`config.mk`:
```
export PLATFORM = sky130hd
export DESIGN_NAME = cd_sector_field_extractor_top
export DESIGN_NICKNAME = d
export VERILOG_FILES = /design/src/hw/rtl/cdsfe_pkg.sv /design/src/hw/rtl/cd_sector_field_extractor_top.sv
export VERILOG_INCLUDE_DIRS = /design/src /design/src/hw/rtl
export SDC_FILE = /design/constraint.sdc
export NUM_CORES = 1
export LEC_CHECK = 0
export ABC_AREA = 1
export BUFFER_PORTS_ARGS = -buffer_cell sky130_fd_sc_hd__buf_2
export CORE_ASPECT_RATIO = 2
export CORE_MARGIN = 8
export CORE_UTILIZATION = 49
export CTS_CLUSTER_SIZE = 30
export DETAILED_ROUTE_END_ITERATION = 12
export PLACE_DENSITY = 0.65
export SYNTH_ARGS = -nofsm -noshare
export SYNTH_HDL_FRONTEND = slang
export SYNTH_SLANG_ARGS = --single-unit
```
`constraint.sdc`:
```
create_clock -name aclk -period 4.13 [get_ports aclk]
set_clock_uncertainty 0.05 [all_clocks]
set_input_delay 0.2065 -clock aclk [delete_from_list [all_inputs] [get_ports aclk]]
set_output_delay 0.2065 -clock aclk [all_outputs]
set_load 0.05 [all_outputs]
```
`src/hw/rtl/cd_sector_field_extractor_top_assert.svh`:
```
// ---------------------------------------------------------------------------
// Assertion macros for the CD sector field extractor
// Concurrent checks written in two forms, sampled on the rising clock and
// disabled while reset is held.
// ---------------------------------------------------------------------------
`ifndef CD_SECTOR_FIELD_EXTRACTOR_TOP_ASSERT_SVH
`define CD_SECTOR_FIELD_EXTRACTOR_TOP_ASSERT_SVH

// Consequent holds in the same cycle as the antecedent.
`define CDSFE_ASSERT_NOW(label, clk, rstn, ante, cons) \
    label: assert property (@(posedge clk) disable iff (!(rstn)) (ante) |-> (cons)) \
        else $error("cdsfe check failed");

// Consequent holds in the cycle after the antecedent.
`define CDSFE_ASSERT_NEXT(label, clk, rstn, ante, cons) \
    label: assert property (@(posedge clk) disable iff (!(rstn)) (ante) |=> (cons)) \
        else $error("cdsfe check failed");

`endif

```
`src/hw/rtl/cdsfe_pkg.sv`:
```
// ---------------------------------------------------------------------------
// cdsfe_pkg
// Constants, codes, legality tables and sector classification for the
// CD sector field extractor.
// ---------------------------------------------------------------------------
package cdsfe_pkg;

    localparam int SECTOR_LEN     = 2352;
    localparam int POS_W          = 12;
    localparam int DELAY_LEN      = 24;
    localparam int DELAY_LAG      = DELAY_LEN - 1;
    localparam int IDX_W          = $clog2(DELAY_LEN);
    localparam int MODE_OFFSET    = 15;
    localparam int SUBHEAD_OFFSET = 18;
    localparam int FORM2_BIT      = 5;     // 0x20 of the subheader byte

    localparam int BYTE_W    = 8;
    localparam int STATUS_W  = 2;
    localparam int LEN_W     = 12;
    localparam int IN_DATA_W = 8;
    localparam int OUT_DATA_W = 24;        // byte, status, length, pad
    localparam int RT_W      = 3;
    localparam int MASK_W    = 5;
    localparam int CFG_IDX_W = 1;

    // Configuration register indexes
    localparam logic [CFG_IDX_W-1:0] CFG_READ_TYPE  = 1'b0;
    localparam logic [CFG_IDX_W-1:0] CFG_FIELD_MASK = 1'b1;

    // Sector kinds
    localparam logic [1:0] KIND_UNKNOWN = 2'd0;
    localparam logic [1:0] KIND_MODE1   = 2'd1;
    localparam logic [1:0] KIND_FORM1   = 2'd2;
    localparam logic [1:0] KIND_FORM2   = 2'd3;

    // Result status codes
    localparam logic [STATUS_W-1:0] STAT_OK       = 2'd0;
    localparam logic [STATUS_W-1:0] STAT_UNKNOWN  = 2'd1;
    localparam logic [STATUS_W-1:0] STAT_BADMODE  = 2'd2;
    localparam logic [STATUS_W-1:0] STAT_BADFIELD = 2'd3;

    // Read types
    localparam logic [RT_W-1:0] RT_ANY      = 3'd0;
    localparam logic [RT_W-1:0] RT_CDDA     = 3'd1;
    localparam logic [RT_W-1:0] RT_MODE1    = 3'd2;
    localparam logic [RT_W-1:0] RT_FORM1    = 3'd3;
    localparam logic [RT_W-1:0] RT_FORM2    = 3'd4;
    localparam logic [RT_W-1:0] RT_FORMLESS = 3'd5;

    localparam logic [RT_W-1:0]   READ_TYPE_RST  = RT_ANY;
    localparam logic [MASK_W-1:0] FIELD_MASK_RST = 5'd2;

    // Field mask legality, bit i for mask value i
    localparam logic [31:0] LEGAL_PLAIN = 32'hD0D1_DDDF;
    localparam logic [31:0] LEGAL_XA    = 32'hD011_DD1F;

    // Field boundaries: sync, header, subheader, data, ecc, end
    localparam int NFIELDS = 5;
    typedef logic [NFIELDS:0][POS_W-1:0] layout_t;
    localparam layout_t LAYOUT_MODE1 =
        {12'd2352, 12'd2064, 12'd16, 12'd16, 12'd12, 12'd0};
    localparam layout_t LAYOUT_FORM1 =
        {12'd2352, 12'd2072, 12'd24, 12'd16, 12'd12, 12'd0};
    localparam layout_t LAYOUT_FORM2 =
        {12'd2352, 12'd2352, 12'd24, 12'd16, 12'd12, 12'd0};

    typedef struct packed {
        logic [STATUS_W-1:0] status;
        logic [POS_W-1:0]    range_lo;
        logic [POS_W-1:0]    range_hi;
        logic [LEN_W-1:0]    length;
    } class_t;

    function automatic class_t classify(
        input logic [BYTE_W-1:0] mode_byte,
        input logic [BYTE_W-1:0] sub_byte,
        input logic [RT_W-1:0]   rtype,
        input logic [MASK_W-1:0] mask
    );
        class_t              c;
        logic [1:0]          kind;
        layout_t             lay;
        logic                rt_match;
        logic                rt_illegal;
        logic                legal;
        logic                have;
        logic                gap;
        logic [POS_W-1:0]    s;
        logic [POS_W-1:0]    e;
        c = '0;
        if (mode_byte == 8'd1) begin
            kind = KIND_MODE1;
        end else if (mode_byte == 8'd2) begin
            kind = sub_byte[FORM2_BIT] ? KIND_FORM2 : KIND_FORM1;
        end else begin
            kind = KIND_UNKNOWN;
        end

        unique case (kind)
            KIND_MODE1: lay = LAYOUT_MODE1;
            KIND_FORM1: lay = LAYOUT_FORM1;
            KIND_FORM2: lay = LAYOUT_FORM2;
            default:    lay = '0;
        endcase

        rt_illegal = 1'b0;
        unique case (rtype) inside
            RT_ANY:           rt_match = 1'b1;
            RT_MODE1, RT_FORM1:
                rt_match = (kind == KIND_MODE1) || (kind == KIND_FORM1);
            RT_FORM2:         rt_match = (kind == KIND_FORM2);
            RT_CDDA, RT_FORMLESS: rt_match = 1'b0;
            default: begin
                rt_match   = 1'b0;
                rt_illegal = 1'b1;
            end
        endcase

        legal = (kind == KIND_MODE1) ? LEGAL_PLAIN[mask] : LEGAL_XA[mask];

        // walk the selected fields, sync first; a hole breaks contiguity
        have = 1'b0;
        gap  = 1'b0;
        s    = '0;
        e    = '0;
        for (int i = 0; i < NFIELDS; i++) begin
            if (mask[NFIELDS-1-i]) begin
                if (!have) begin
                    s    = lay[i];
                    have = 1'b1;
                end else if (e != lay[i]) begin
                    gap = 1'b1;
                end
                e = lay[i+1];
            end
        end

        if (kind == KIND_UNKNOWN) begin
            c.status = STAT_UNKNOWN;
        end else if (rt_illegal) begin
            c.status = STAT_BADFIELD;
        end else if (!rt_match) begin
            c.status = STAT_BADMODE;
        end else if (!legal || gap) begin
            c.status = STAT_BADFIELD;
        end else begin
            c.status = STAT_OK;
            if (have) begin
                c.range_lo = s;
                c.range_hi = e;
                c.length   = LEN_W'(e - s);
            end
        end
        return c;
    endfunction

endpackage

```
`src/hw/rtl/cd_sector_field_extractor_top.sv`:
```
// ---------------------------------------------------------------------------
// CD sector field extractor
// Classifies raw CD sectors and forwards the requested byte range plus a
// closing status per sector.
// ---------------------------------------------------------------------------
// Raw sector bytes enter one per cycle while the input is not stalled or
// paused. Each byte is written into a 24-entry delay-line memory (one write
// and one registered read port); the byte 23 positions back is read in the
// same cycle and passes through rd_data_reg and then m_tdata_reg if it lies in
// the selected range. The sector is classified when byte 18 arrives, using
// read_type and field_mask as they stand then. After byte 2351 the input
// pauses while the flush state drains the remaining buffered bytes through
// the single read port, then the close state issues the closing status request.
// Output back-pressure stalls the input directly through the read pipeline.
module cd_sector_field_extractor_top (
    input  logic                               aclk,
    input  logic                               aresetn,
    // sector_byte[7:0]
    input  logic                               s_tvalid,
    output logic                               s_tready,
    input  logic [cdsfe_pkg::IN_DATA_W-1:0]    s_tdata,
    // out_byte[7:0], status[9:8], extracted_length[21:10], zero pad [23:22]
    output logic                               m_tvalid,
    input  logic                               m_tready,
    output logic [cdsfe_pkg::OUT_DATA_W-1:0]   m_tdata,
    // has_byte[0]
    output logic                               m_tuser,
    output logic                               m_tlast,
    input  logic                               cfg_valid,
    output logic                               cfg_ready,
    input  logic [cdsfe_pkg::CFG_IDX_W-1:0]    cfg_index,
    input  logic [cdsfe_pkg::MASK_W-1:0]       cfg_data
);
    import cdsfe_pkg::*;

    localparam logic [1:0] ST_RUN   = 2'd0;
    localparam logic [1:0] ST_FLUSH = 2'd1;
    localparam logic [1:0] ST_CLOSE = 2'd2;

    localparam logic [POS_W-1:0] POS_LAST     = POS_W'(SECTOR_LEN - 1);
    localparam logic [POS_W-1:0] POS_MODE     = POS_W'(MODE_OFFSET);
    localparam logic [POS_W-1:0] POS_SUBHEAD  = POS_W'(SUBHEAD_OFFSET);
    localparam logic [POS_W-1:0] POS_LAG      = POS_W'(DELAY_LAG);
    localparam logic [POS_W-1:0] FLUSH_FIRST  = POS_W'(SECTOR_LEN - DELAY_LAG);
    localparam logic [IDX_W-1:0] FLUSH_IDX0   = IDX_W'((SECTOR_LEN - DELAY_LAG) % DELAY_LEN);
    localparam logic [IDX_W-1:0] IDX_LAST     = IDX_W'(DELAY_LEN - 1);

    // delay-line memory
    logic [BYTE_W-1:0] dl_mem [DELAY_LEN];
    logic [BYTE_W-1:0] rd_data_reg;

    logic [1:0]          state_reg, state_next;
    logic [POS_W-1:0]    pos_reg, pos_next;
    logic [IDX_W-1:0]    wr_idx_reg, wr_idx_next;
    logic [POS_W-1:0]    flush_q_reg, flush_q_next;
    logic [IDX_W-1:0]    flush_idx_reg, flush_idx_next;
    logic [BYTE_W-1:0]   mode_byte_reg;
    logic [RT_W-1:0]     read_type_reg;
    logic [MASK_W-1:0]   field_mask_reg;
    class_t              sect_reg, sect_next;

    logic                pipe_valid_reg, pipe_valid_next;
    logic                pipe_close_reg, pipe_close_next;
    logic [STATUS_W-1:0] pipe_status_reg;
    logic [LEN_W-1:0]    pipe_len_reg;

    logic                m_tvalid_reg, m_tvalid_next;
    logic [OUT_DATA_W-1:0] m_tdata_reg;
    logic                m_tuser_reg;
    logic                m_tlast_reg;

    logic                out_free;
    logic                advance;
    logic                accept;
    logic [IDX_W-1:0]    rd_idx;
    logic [IDX_W-1:0]    wr_idx_inc;
    logic [POS_W-1:0]    q;
    logic                q_live;
    logic                emit;
    class_t              class_now;

    assign out_free  = !m_tvalid_reg || m_tready;
    assign advance   = !pipe_valid_reg || out_free;
    assign s_tready  = advance && (state_reg == ST_RUN);
    assign accept    = s_tvalid && s_tready;
    assign cfg_ready = 1'b1;

    assign wr_idx_inc = (wr_idx_reg == IDX_LAST) ? '0 : wr_idx_reg + 1'b1;
    assign rd_idx     = (state_reg == ST_RUN) ? wr_idx_inc : flush_idx_reg;

    // offset whose byte leaves on this request
    assign q      = (state_reg == ST_RUN) ? pos_reg - POS_LAG : flush_q_reg;
    assign q_live = (state_reg == ST_FLUSH) || (pos_reg >= POS_LAG);
    assign emit   = q_live && (sect_reg.status == STAT_OK)
                    && (q >= sect_reg.range_lo) && (q < sect_reg.range_hi);

    assign class_now = classify(mode_byte_reg, s_tdata, read_type_reg, field_mask_reg);

    always_ff @(posedge aclk) begin
        if (accept) begin
            dl_mem[wr_idx_reg] <= s_tdata;
        end
        if (advance) begin
            rd_data_reg <= dl_mem[rd_idx];
        end
    end

    always_comb begin
        state_next      = state_reg;
        pos_next        = pos_reg;
        wr_idx_next     = wr_idx_reg;
        flush_q_next    = flush_q_reg;
        flush_idx_next  = flush_idx_reg;
        sect_next       = sect_reg;
        pipe_valid_next = pipe_valid_reg;
        pipe_close_next = pipe_close_reg;

        if (advance) begin
            pipe_valid_next = 1'b0;
            pipe_close_next = 1'b0;
            unique case (state_reg)
                ST_RUN: begin
                    if (accept) begin
                        pipe_valid_next = emit;
                        wr_idx_next     = wr_idx_inc;
                        if (pos_reg == POS_SUBHEAD) begin
                            sect_next = class_now;
                        end
                        if (pos_reg == POS_LAST) begin
                            pos_next       = '0;
                            flush_q_next   = FLUSH_FIRST;
                            flush_idx_next = FLUSH_IDX0;
                            state_next     = ST_FLUSH;
                        end else begin
                            pos_next = pos_reg + 1'b1;
                        end
                    end
                end
                ST_FLUSH: begin
                    pipe_valid_next = emit;
                    flush_q_next    = flush_q_reg + 1'b1;
                    flush_idx_next  = (flush_idx_reg == IDX_LAST) ? '0 : flush_idx_reg + 1'b1;
                    if (flush_q_reg == POS_LAST) begin
                        state_next = ST_CLOSE;
                    end
                end
                ST_CLOSE: begin
                    pipe_valid_next = 1'b1;
                    pipe_close_next = 1'b1;
                    state_next      = ST_RUN;
                end
                default: begin
                    state_next = ST_RUN;
                end
            endcase
        end
    end

    always_comb begin
        m_tvalid_next = m_tvalid_reg;
        if (out_free) begin
            m_tvalid_next = pipe_valid_reg;
        end
    end

    always_ff @(posedge aclk) begin
        if (!aresetn) begin
            state_reg      <= ST_RUN;
            pos_reg        <= '0;
            wr_idx_reg     <= '0;
            flush_q_reg    <= '0;
            flush_idx_reg  <= '0;
            sect_reg       <= '0;
            read_type_reg  <= READ_TYPE_RST;
            field_mask_reg <= FIELD_MASK_RST;
            pipe_valid_reg <= 1'b0;
            pipe_close_reg <= 1'b0;
            m_tvalid_reg   <= 1'b0;
        end else begin
            state_reg      <= state_next;
            pos_reg        <= pos_next;
            wr_idx_reg     <= wr_idx_next;
            flush_q_reg    <= flush_q_next;
            flush_idx_reg  <= flush_idx_next;
            sect_reg       <= sect_next;
            pipe_valid_reg <= pipe_valid_next;
            pipe_close_reg <= pipe_close_next;
            m_tvalid_reg   <= m_tvalid_next;
            if (cfg_valid && cfg_ready) begin
                unique case (cfg_index)
                    CFG_READ_TYPE:  read_type_reg  <= cfg_data[RT_W-1:0];
                    CFG_FIELD_MASK: field_mask_reg <= cfg_data;
                    default: ;
                endcase
            end
        end
    end

    // payload registers
    always_ff @(posedge aclk) begin
        if (accept && (pos_reg == POS_MODE)) begin
            mode_byte_reg <= s_tdata;
        end
        if (advance) begin
            pipe_status_reg <= sect_reg.status;
            pipe_len_reg    <= (sect_reg.status == STAT_OK) ? sect_reg.length : '0;
        end
        if (out_free && pipe_valid_reg) begin
            if (pipe_close_reg) begin
                m_tdata_reg <= {2'b00, pipe_len_reg, pipe_status_reg, {BYTE_W{1'b0}}};
            end else begin
                m_tdata_reg <= {2'b00, {LEN_W{1'b0}}, {STATUS_W{1'b0}}, rd_data_reg};
            end
            m_tuser_reg <= !pipe_close_reg;
            m_tlast_reg <= pipe_close_reg;
        end
    end

    assign m_tvalid = m_tvalid_reg;
    assign m_tdata  = m_tdata_reg;
    assign m_tuser  = m_tuser_reg;
    assign m_tlast  = m_tlast_reg;

`include "cd_sector_field_extractor_top_assert.svh"

    `CDSFE_ASSERT_NOW(a_no_input_in_drain, aclk, aresetn,
        state_reg != ST_RUN, !s_tready)
    `CDSFE_ASSERT_NEXT(a_drain_after_last, aclk, aresetn,
        accept && (pos_reg == POS_LAST), state_reg == ST_FLUSH)
    `CDSFE_ASSERT_NOW(a_byte_has_no_status, aclk, aresetn,
        m_tvalid && m_tuser, (m_tdata[OUT_DATA_W-1:BYTE_W] == '0) && !m_tlast)
    `CDSFE_ASSERT_NOW(a_index_in_range, aclk, aresetn,
        1'b1, (wr_idx_reg <= IDX_LAST) && (flush_idx_reg <= IDX_LAST))

endmodule
```
## Yosys cells after proc, flatten, opt, wreduce, memory -nomap -nowiden

Memories as Yosys holds them, arrays and structs flattened. A register that Yosys moved wholly into a read port is not among the register bits.
Cells that the tools add are included.

| word-level totals | value |
|---|---|
| register bits | 133 |
| bits in writable memories | 192 |
| ROM bits | 64 |
| input port bits | 19 |
| output and inout port bits | 29 |
| logic and storage cells | 162 |
| memories kept | 3 |

Memories:

| memory | depth | bits a word | read ports | clocked after memory_dff | write ports | RTL line | RTL |
|---|---|---|---|---|---|---|---|
| dl_mem | 24 | 8 | 1 | 1 | 1 | cd_sector_field_extractor_top.sv:49 | `logic [BYTE_W-1:0] dl_mem [DELAY_LEN];` |
| (name not given) | 32 | 1 | 1 | 1 | 0 | cdsfe_pkg.sv:119 | `legal = (kind == KIND_MODE1) ? LEGAL_PLAIN[mask] : LEGAL_XA[mask];` |
| (name not given) | 32 | 1 | 1 | 1 | 0 | cdsfe_pkg.sv:119 |  |

| cells by class | value |
|---|---|
| add/subtract/negate cells | 6 |
| magnitude comparators | 4 |
| eq/ne operators | 25 |
| mux-type cells | 72 |
| bitwise gates (word level) | 1 |
| reduce and logical (&&, ||, !) cells | 29 |

Operators with widths:

| cell | count |
|---|---|
| two-way mux 12 bit | 18 |
| one-hot mux 72 bit (3 select lines) | 1 |
| two-way mux 36 bit | 5 |
| inequality test 12 bit | 4 |
| two-way mux 5 bit | 9 |
| two-way mux 1 bit | 25 |
| adder 12 x 1 -> 12 bit (second input constant) | 2 |
| == test 12 bit (second input constant) | 2 |
| one-hot mux 12 bit (2 select lines) | 1 |
| two-way mux 2 bit | 9 |
| == test 12 x 4 -> 1 bit (second input constant) | 1 |
| == test 12 x 5 -> 1 bit (second input constant) | 1 |
| >= comparator 12 bit | 1 |
| >= comparator 12 x 5 -> 1 bit (second input constant) | 1 |
| less-than comparator 12 bit | 1 |
| AND reduction 4 bit | 3 |
| subtractor 12 bit | 1 |
| subtractor 12 x 5 -> 12 bit (second input constant) | 1 |
| adder 5 x 1 -> 5 bit (second input constant) | 2 |
| == test 5 bit (second input constant) | 2 |
| one-hot mux 5 bit (2 select lines) | 1 |
| == test 8 x 1 -> 1 bit (second input constant) | 1 |
| == test 8 x 2 -> 1 bit (second input constant) | 1 |
| logical AND 1 bit | 7 |
| 20 further kinds | 37 |

## Logic depth before layout (Yosys ltp)

| logic depth | value |
|---|---|
| word-level depth | 24 |
| gate-level depth with buffers | 23 |
| mapped depth without buffers | 23 |

## Worst setup path after synthesis

OpenSTA, ideal clock, no wires.

| timing | value |
|---|---|
| kind | register to register |
| from | register mode_byte_reg[3] |
| to | register sect_reg[8] (netlist bit) |
| setup time | 0.132 ns |
| arrival | 3.408 ns |
| path slack | 0.540 ns |
| stages on the path, launching flop included | 23 |
| period minus slack after synthesis | 3.590 ns |
| path through | edfxtp_1 -> nor2_1 -> nand2_1 -> nor2_1 -> nand2_1 -> o21ai_0 -> inv_1 -> ha_1 -> inv_1 -> nand2_1 -> nor2_1 -> nand2_1 -> nand3_1 -> o21ai_0 -> nor2_1 -> inv_1 -> fa_1 -> o21ai_0 -> fa_1 -> inv_1 -> nor2_2 -> nand2_1 -> a21oi_1 |

| on the way | value |
|---|---|
| cells in the longest elaborated chain, start to end | 24 |
| elaborated cells between the ends (all ways) | 49 |

Ends and longest elaborated chain:

| item | RTL line | RTL |
|---|---|---|
| from (decl) | cd_sector_field_extractor_top.sv:57 | `logic [BYTE_W-1:0] mode_byte_reg;` |
| from (signal assigned) | cd_sector_field_extractor_top.sv:202 | `mode_byte_reg <= s_tdata;` |
| == test 8 x 2 -> 1 bit | cdsfe_pkg.sv:93 | `end else if (mode_byte == 8'd2) begin` |
| two-way mux 2 bit | cdsfe_pkg.sv:93 |  |
| two-way mux 2 bit (*) | cdsfe_pkg.sv:91 | `if (mode_byte == 8'd1) begin` |
| == test 2 bit, or another cell as far along | cdsfe_pkg.sv:99, cdsfe_pkg.sv:111 |  |
| one-hot mux 72 bit (3 select lines) | cdsfe_pkg.sv:99 | `unique case (kind)` |
| two-way mux 12 bit | cdsfe_pkg.sv:127 | `if (mask[NFIELDS-1-i]) begin` |
| inequality test 12 bit | cdsfe_pkg.sv:131 | `end else if (e != lay[i]) begin` |
| two-way mux 1 bit | cdsfe_pkg.sv:131 |  |
| [... 8 more ...] | n/a |  |
| two-way mux 1 bit | cdsfe_pkg.sv:131 |  |
| two-way mux 1 bit | cdsfe_pkg.sv:128 | `if (!have) begin` |
| two-way mux 1 bit | cdsfe_pkg.sv:127 |  |
| logical OR 1 bit | cdsfe_pkg.sv:144 | `end else if (!legal \|\| gap) begin` |
| two-way mux 36 bit | cdsfe_pkg.sv:144 |  |
| two-way mux 36 bit | cdsfe_pkg.sv:142 | `end else if (!rt_match) begin` |
| two-way mux 36 bit | cdsfe_pkg.sv:140 | `end else if (rt_illegal) begin` |
| two-way mux 36 bit (*) | cdsfe_pkg.sv:138 | `if (kind == KIND_UNKNOWN) begin` |
| to (signal assigned) | cd_sector_field_extractor_top.sv:185 | `sect_reg <= sect_next;` |
| to (decl) | cd_sector_field_extractor_top.sv:60 | `class_t sect_reg, sect_next;` |

Mark *: on every way between the ends. The rest lies on a longest branch, timed or not.
A chain may end at the register's enable or synchronous reset.

## Worst setup path in the final report

Same ends and word-level chain as after synthesis.

==> impl_metrics.env <==
export IMPL_setup_slack_ns=0.390
export IMPL_clockBufferDepth=3
export IMPL_ys_warn_count=0
export IMPL_finalSetupTns_ns=0
export IMPL_p_clk_frac=0.382
export IMPL_ios=48
export IMPL_internal_power_mw=5.25
export IMPL_grt_first_pass_wirelength_um=52500
export IMPL_hp_class="in2reg"
export IMPL_place_ws_ns=0.276
export IMPL_total_power_mw=7.06
export IMPL_cp_end_kind="flip-flop"
export IMPL_pwr_density_cell_nw_per_um2=442
export IMPL_die_x_um=137
export IMPL_grt_max_degree=116
export IMPL_crit_required_ns=4.50
export IMPL_period_minus_slack_ns=3.74
export IMPL_cts_buffers=28
export IMPL_htreeDepth=1
export IMPL_slew_violations=0
export IMPL_drtIter0Drc=845
export IMPL_hpwl_um=22100
export IMPL_hold_path_end="field_mask_reg[4]"
export IMPL_first_global_vias=10100
export IMPL_yosysSeqAreaShare=0.602
export IMPL_nFillCells=2588
export IMPL_fin_area_um2=16000
export IMPL_dp_cells=1865
export IMPL_wl_per_cell_um=17.0
export IMPL_p_comb_frac=0.120
export IMPL_async_flop_share=0
export IMPL_synth_seq_cells=313
export IMPL_dr_total_vias=10300
export IMPL_p_switching_mw=1.81
export IMPL_synthCells=1498
export IMPL_grt_overflow_total=0
export IMPL_vdd_ir_drop_max_mv=0.417
export IMPL_wirelength_um=32800
export IMPL_hold_viol_final=0
export IMPL_power_frac_seq=0.498
export IMPL_clkTransAtPathRegs_ns=0.07
export IMPL_min_path_cells=3
export IMPL_rr_endpoint="sect_reg[8]"
export IMPL_slew_headroom=0.250
export IMPL_hp_start="cfg_index"
export IMPL_outcome="finished clean"
export IMPL_dieArea_um2=35500
export IMPL_startpoint_type="flip-flop"
export IMPL_r2r_start="mode_byte_reg[3]"
export IMPL_swShare=0.256
export IMPL_rrSetupSlack_ns=0.39
export IMPL_reg2reg_depth=23
export IMPL_gp_congestion=0.886
export IMPL_start_util=0.493
export IMPL_mostFrequentLayoutCells="nand2_1, edfxtp_1, inv_1"
export IMPL_largest_register_ffs=192
export IMPL_drv_cap=0
export IMPL_synth_area_per_cell_um2=9.64
export IMPL_rsz0062_at_grt="no"
export IMPL_grt_use_total=0.186
export IMPL_worstSetupPathType="reg2reg"
export IMPL_path_max_fanout=5
export IMPL_mostFrequentLayoutCell="nand2_1"
export IMPL_synth_area_um2=14400
export IMPL_cts_root_buf="clkbuf_16"
export IMPL_fin_cells=1928
export IMPL_ant_nets=0
export IMPL_chipHeight_um=259
export IMPL_layout_nets=1592
export IMPL_holdWs_ns=0.0546
export IMPL_cts_tree="done"
export IMPL_synth_cell_type_count=50
export IMPL_cts_sinks=313
export IMPL_area_growth_pct=10.7
export IMPL_drive_above_1_share=0.0972
export IMPL_synth_edf_count=242
export IMPL_core_area_um2=29300
export IMPL_drc=0
export IMPL_first_pass_iters=5
export IMPL_setup_violations=0
export IMPL_worst_slew_pin_slew_ns=1.12
export IMPL_vias_per_cell=5.34
export IMPL_clock_latency_ns=0.55
export IMPL_antenna_found_initial=0
export IMPL_max_freq_mhz=267
export IMPL_rows=89
export IMPL_diodes=0
export IMPL_final_util=0.545
export IMPL_cp_data_arrival_time_ns=4.11
export IMPL_min_period_over_period=0.905
export IMPL_synth_ff_type="edfxtp_1"
export IMPL_p_leak_nw=6.27
export IMPL_placed_cell_area_um2=14900
export IMPL_port_buffers=42
logic make-up after synthesis:
kind of cell,Yosys count,synth area share
buf+inv,255,0.0752
other cells,2,0.000520
fa+ha+maj,31,0.0284
xor+xnor,9,0.00546
flops,313,0.602
compound gates,212,0.0874
simple gates,676,0.201
worst max-delay path by stage:
stage	from	to	slack [ns]	cells after the start
2_1_floorplan	mode_byte_reg[3]	sect_reg[8]	0.54	22
3_3_place_gp	mode_byte_reg[3]	sect_reg[8]	0.34	23
3_5_place_dp	mode_byte_reg[3]	sect_reg[8]	0.28	23
4_1_cts	mode_byte_reg[3]	sect_reg[8]	0.26	23
5_1_grt	mode_byte_reg[7]	sect_reg[8]	0.04	23
6_report	mode_byte_reg[3]	sect_reg[8]	0.39	23
power groups by stage:
stage                     registers [mW]  logic, mW  clock network [mW]
after floorplan                     3.60      0.571                   0
after global placement              3.59      0.817                   0
after detailed placement            3.59      0.830                   0
after CTS                           3.52      0.843                2.74
after global routing                3.53      0.933                2.86
final                               3.52      0.846                2.69
timing repair:
action | CTS | global route
setup endpoints to repair | 0 | 1
buffers inserted | 0 | 0
resized for setup | 0 | 2
endpoints found under the hold margin | 13 | 0
hold buffers | 11 | 0
area by class of cell:
class                   count  area, um2  area share
repair buffers             69        453      0.0284
flip-flops and latches    313       8690       0.544
multi-input cells         933       4680       0.293
clock inverters            22        229      0.0143
clock buffers              30        729      0.0457
inverters                 197        742      0.0464
well taps                 364        455      0.0285
Yosys cell counts (8+ instances only):
cell,number,area share
nand4_1,8,0.0035
buf_2,20,0.0069
a21oi_1,63,0.022
nand3_1,109,0.038
o21ai_0,82,0.028
nand3b_1,9,0.0047
inv_1,191,0.050
nor2_2,12,0.0052
buf_4,11,0.0057
edfxtp_1,242,0.50
nor2_1,168,0.044
nor3_1,21,0.0073
clkbuf_1,18,0.0047
buf_6,8,0.0062
o211ai_2,10,0.0087
nand2_1,329,0.086
o211ai_1,28,0.015
dfxtp_1,71,0.098
ha_1,28,0.024
per-layer routing:
metal | up-vias | track usage | share of wire
met4 | 0 | 0.0437 | 0.016
met3 | 39 | 0.0219 | 0.045
met5 | - | 0 | 0
met2 | 264 | 0.325 | 0.51
met1 | 4911 | 0.241 | 0.43
li1 | 5083 | - | -
worst max-delay path: stages, from the launching register on:
cell	delay (ns)
edfxtp_1	0.37
nor2_1	0.14
nand2_1	0.07
nor2_1	0.12
nand2_1	0.06
o21ai_0	0.07
buf_4	0.16
inv_1	0.07
ha_1	0.26
inv_1	0.12
nand2_1	0.09
nor2_1	0.17
nand2_1	0.10
nand3_1	0.08
o21ai_0	0.07
nor2_1	0.16
inv_1	0.10
fa_1	0.46
o21ai_2	0.21
fa_1	0.44
inv_1	0.08
nor2_2	0.04
nand2_1	0.06
a21oi_1	0.05
Note: power is estimated with default switching activity, not from simulation.
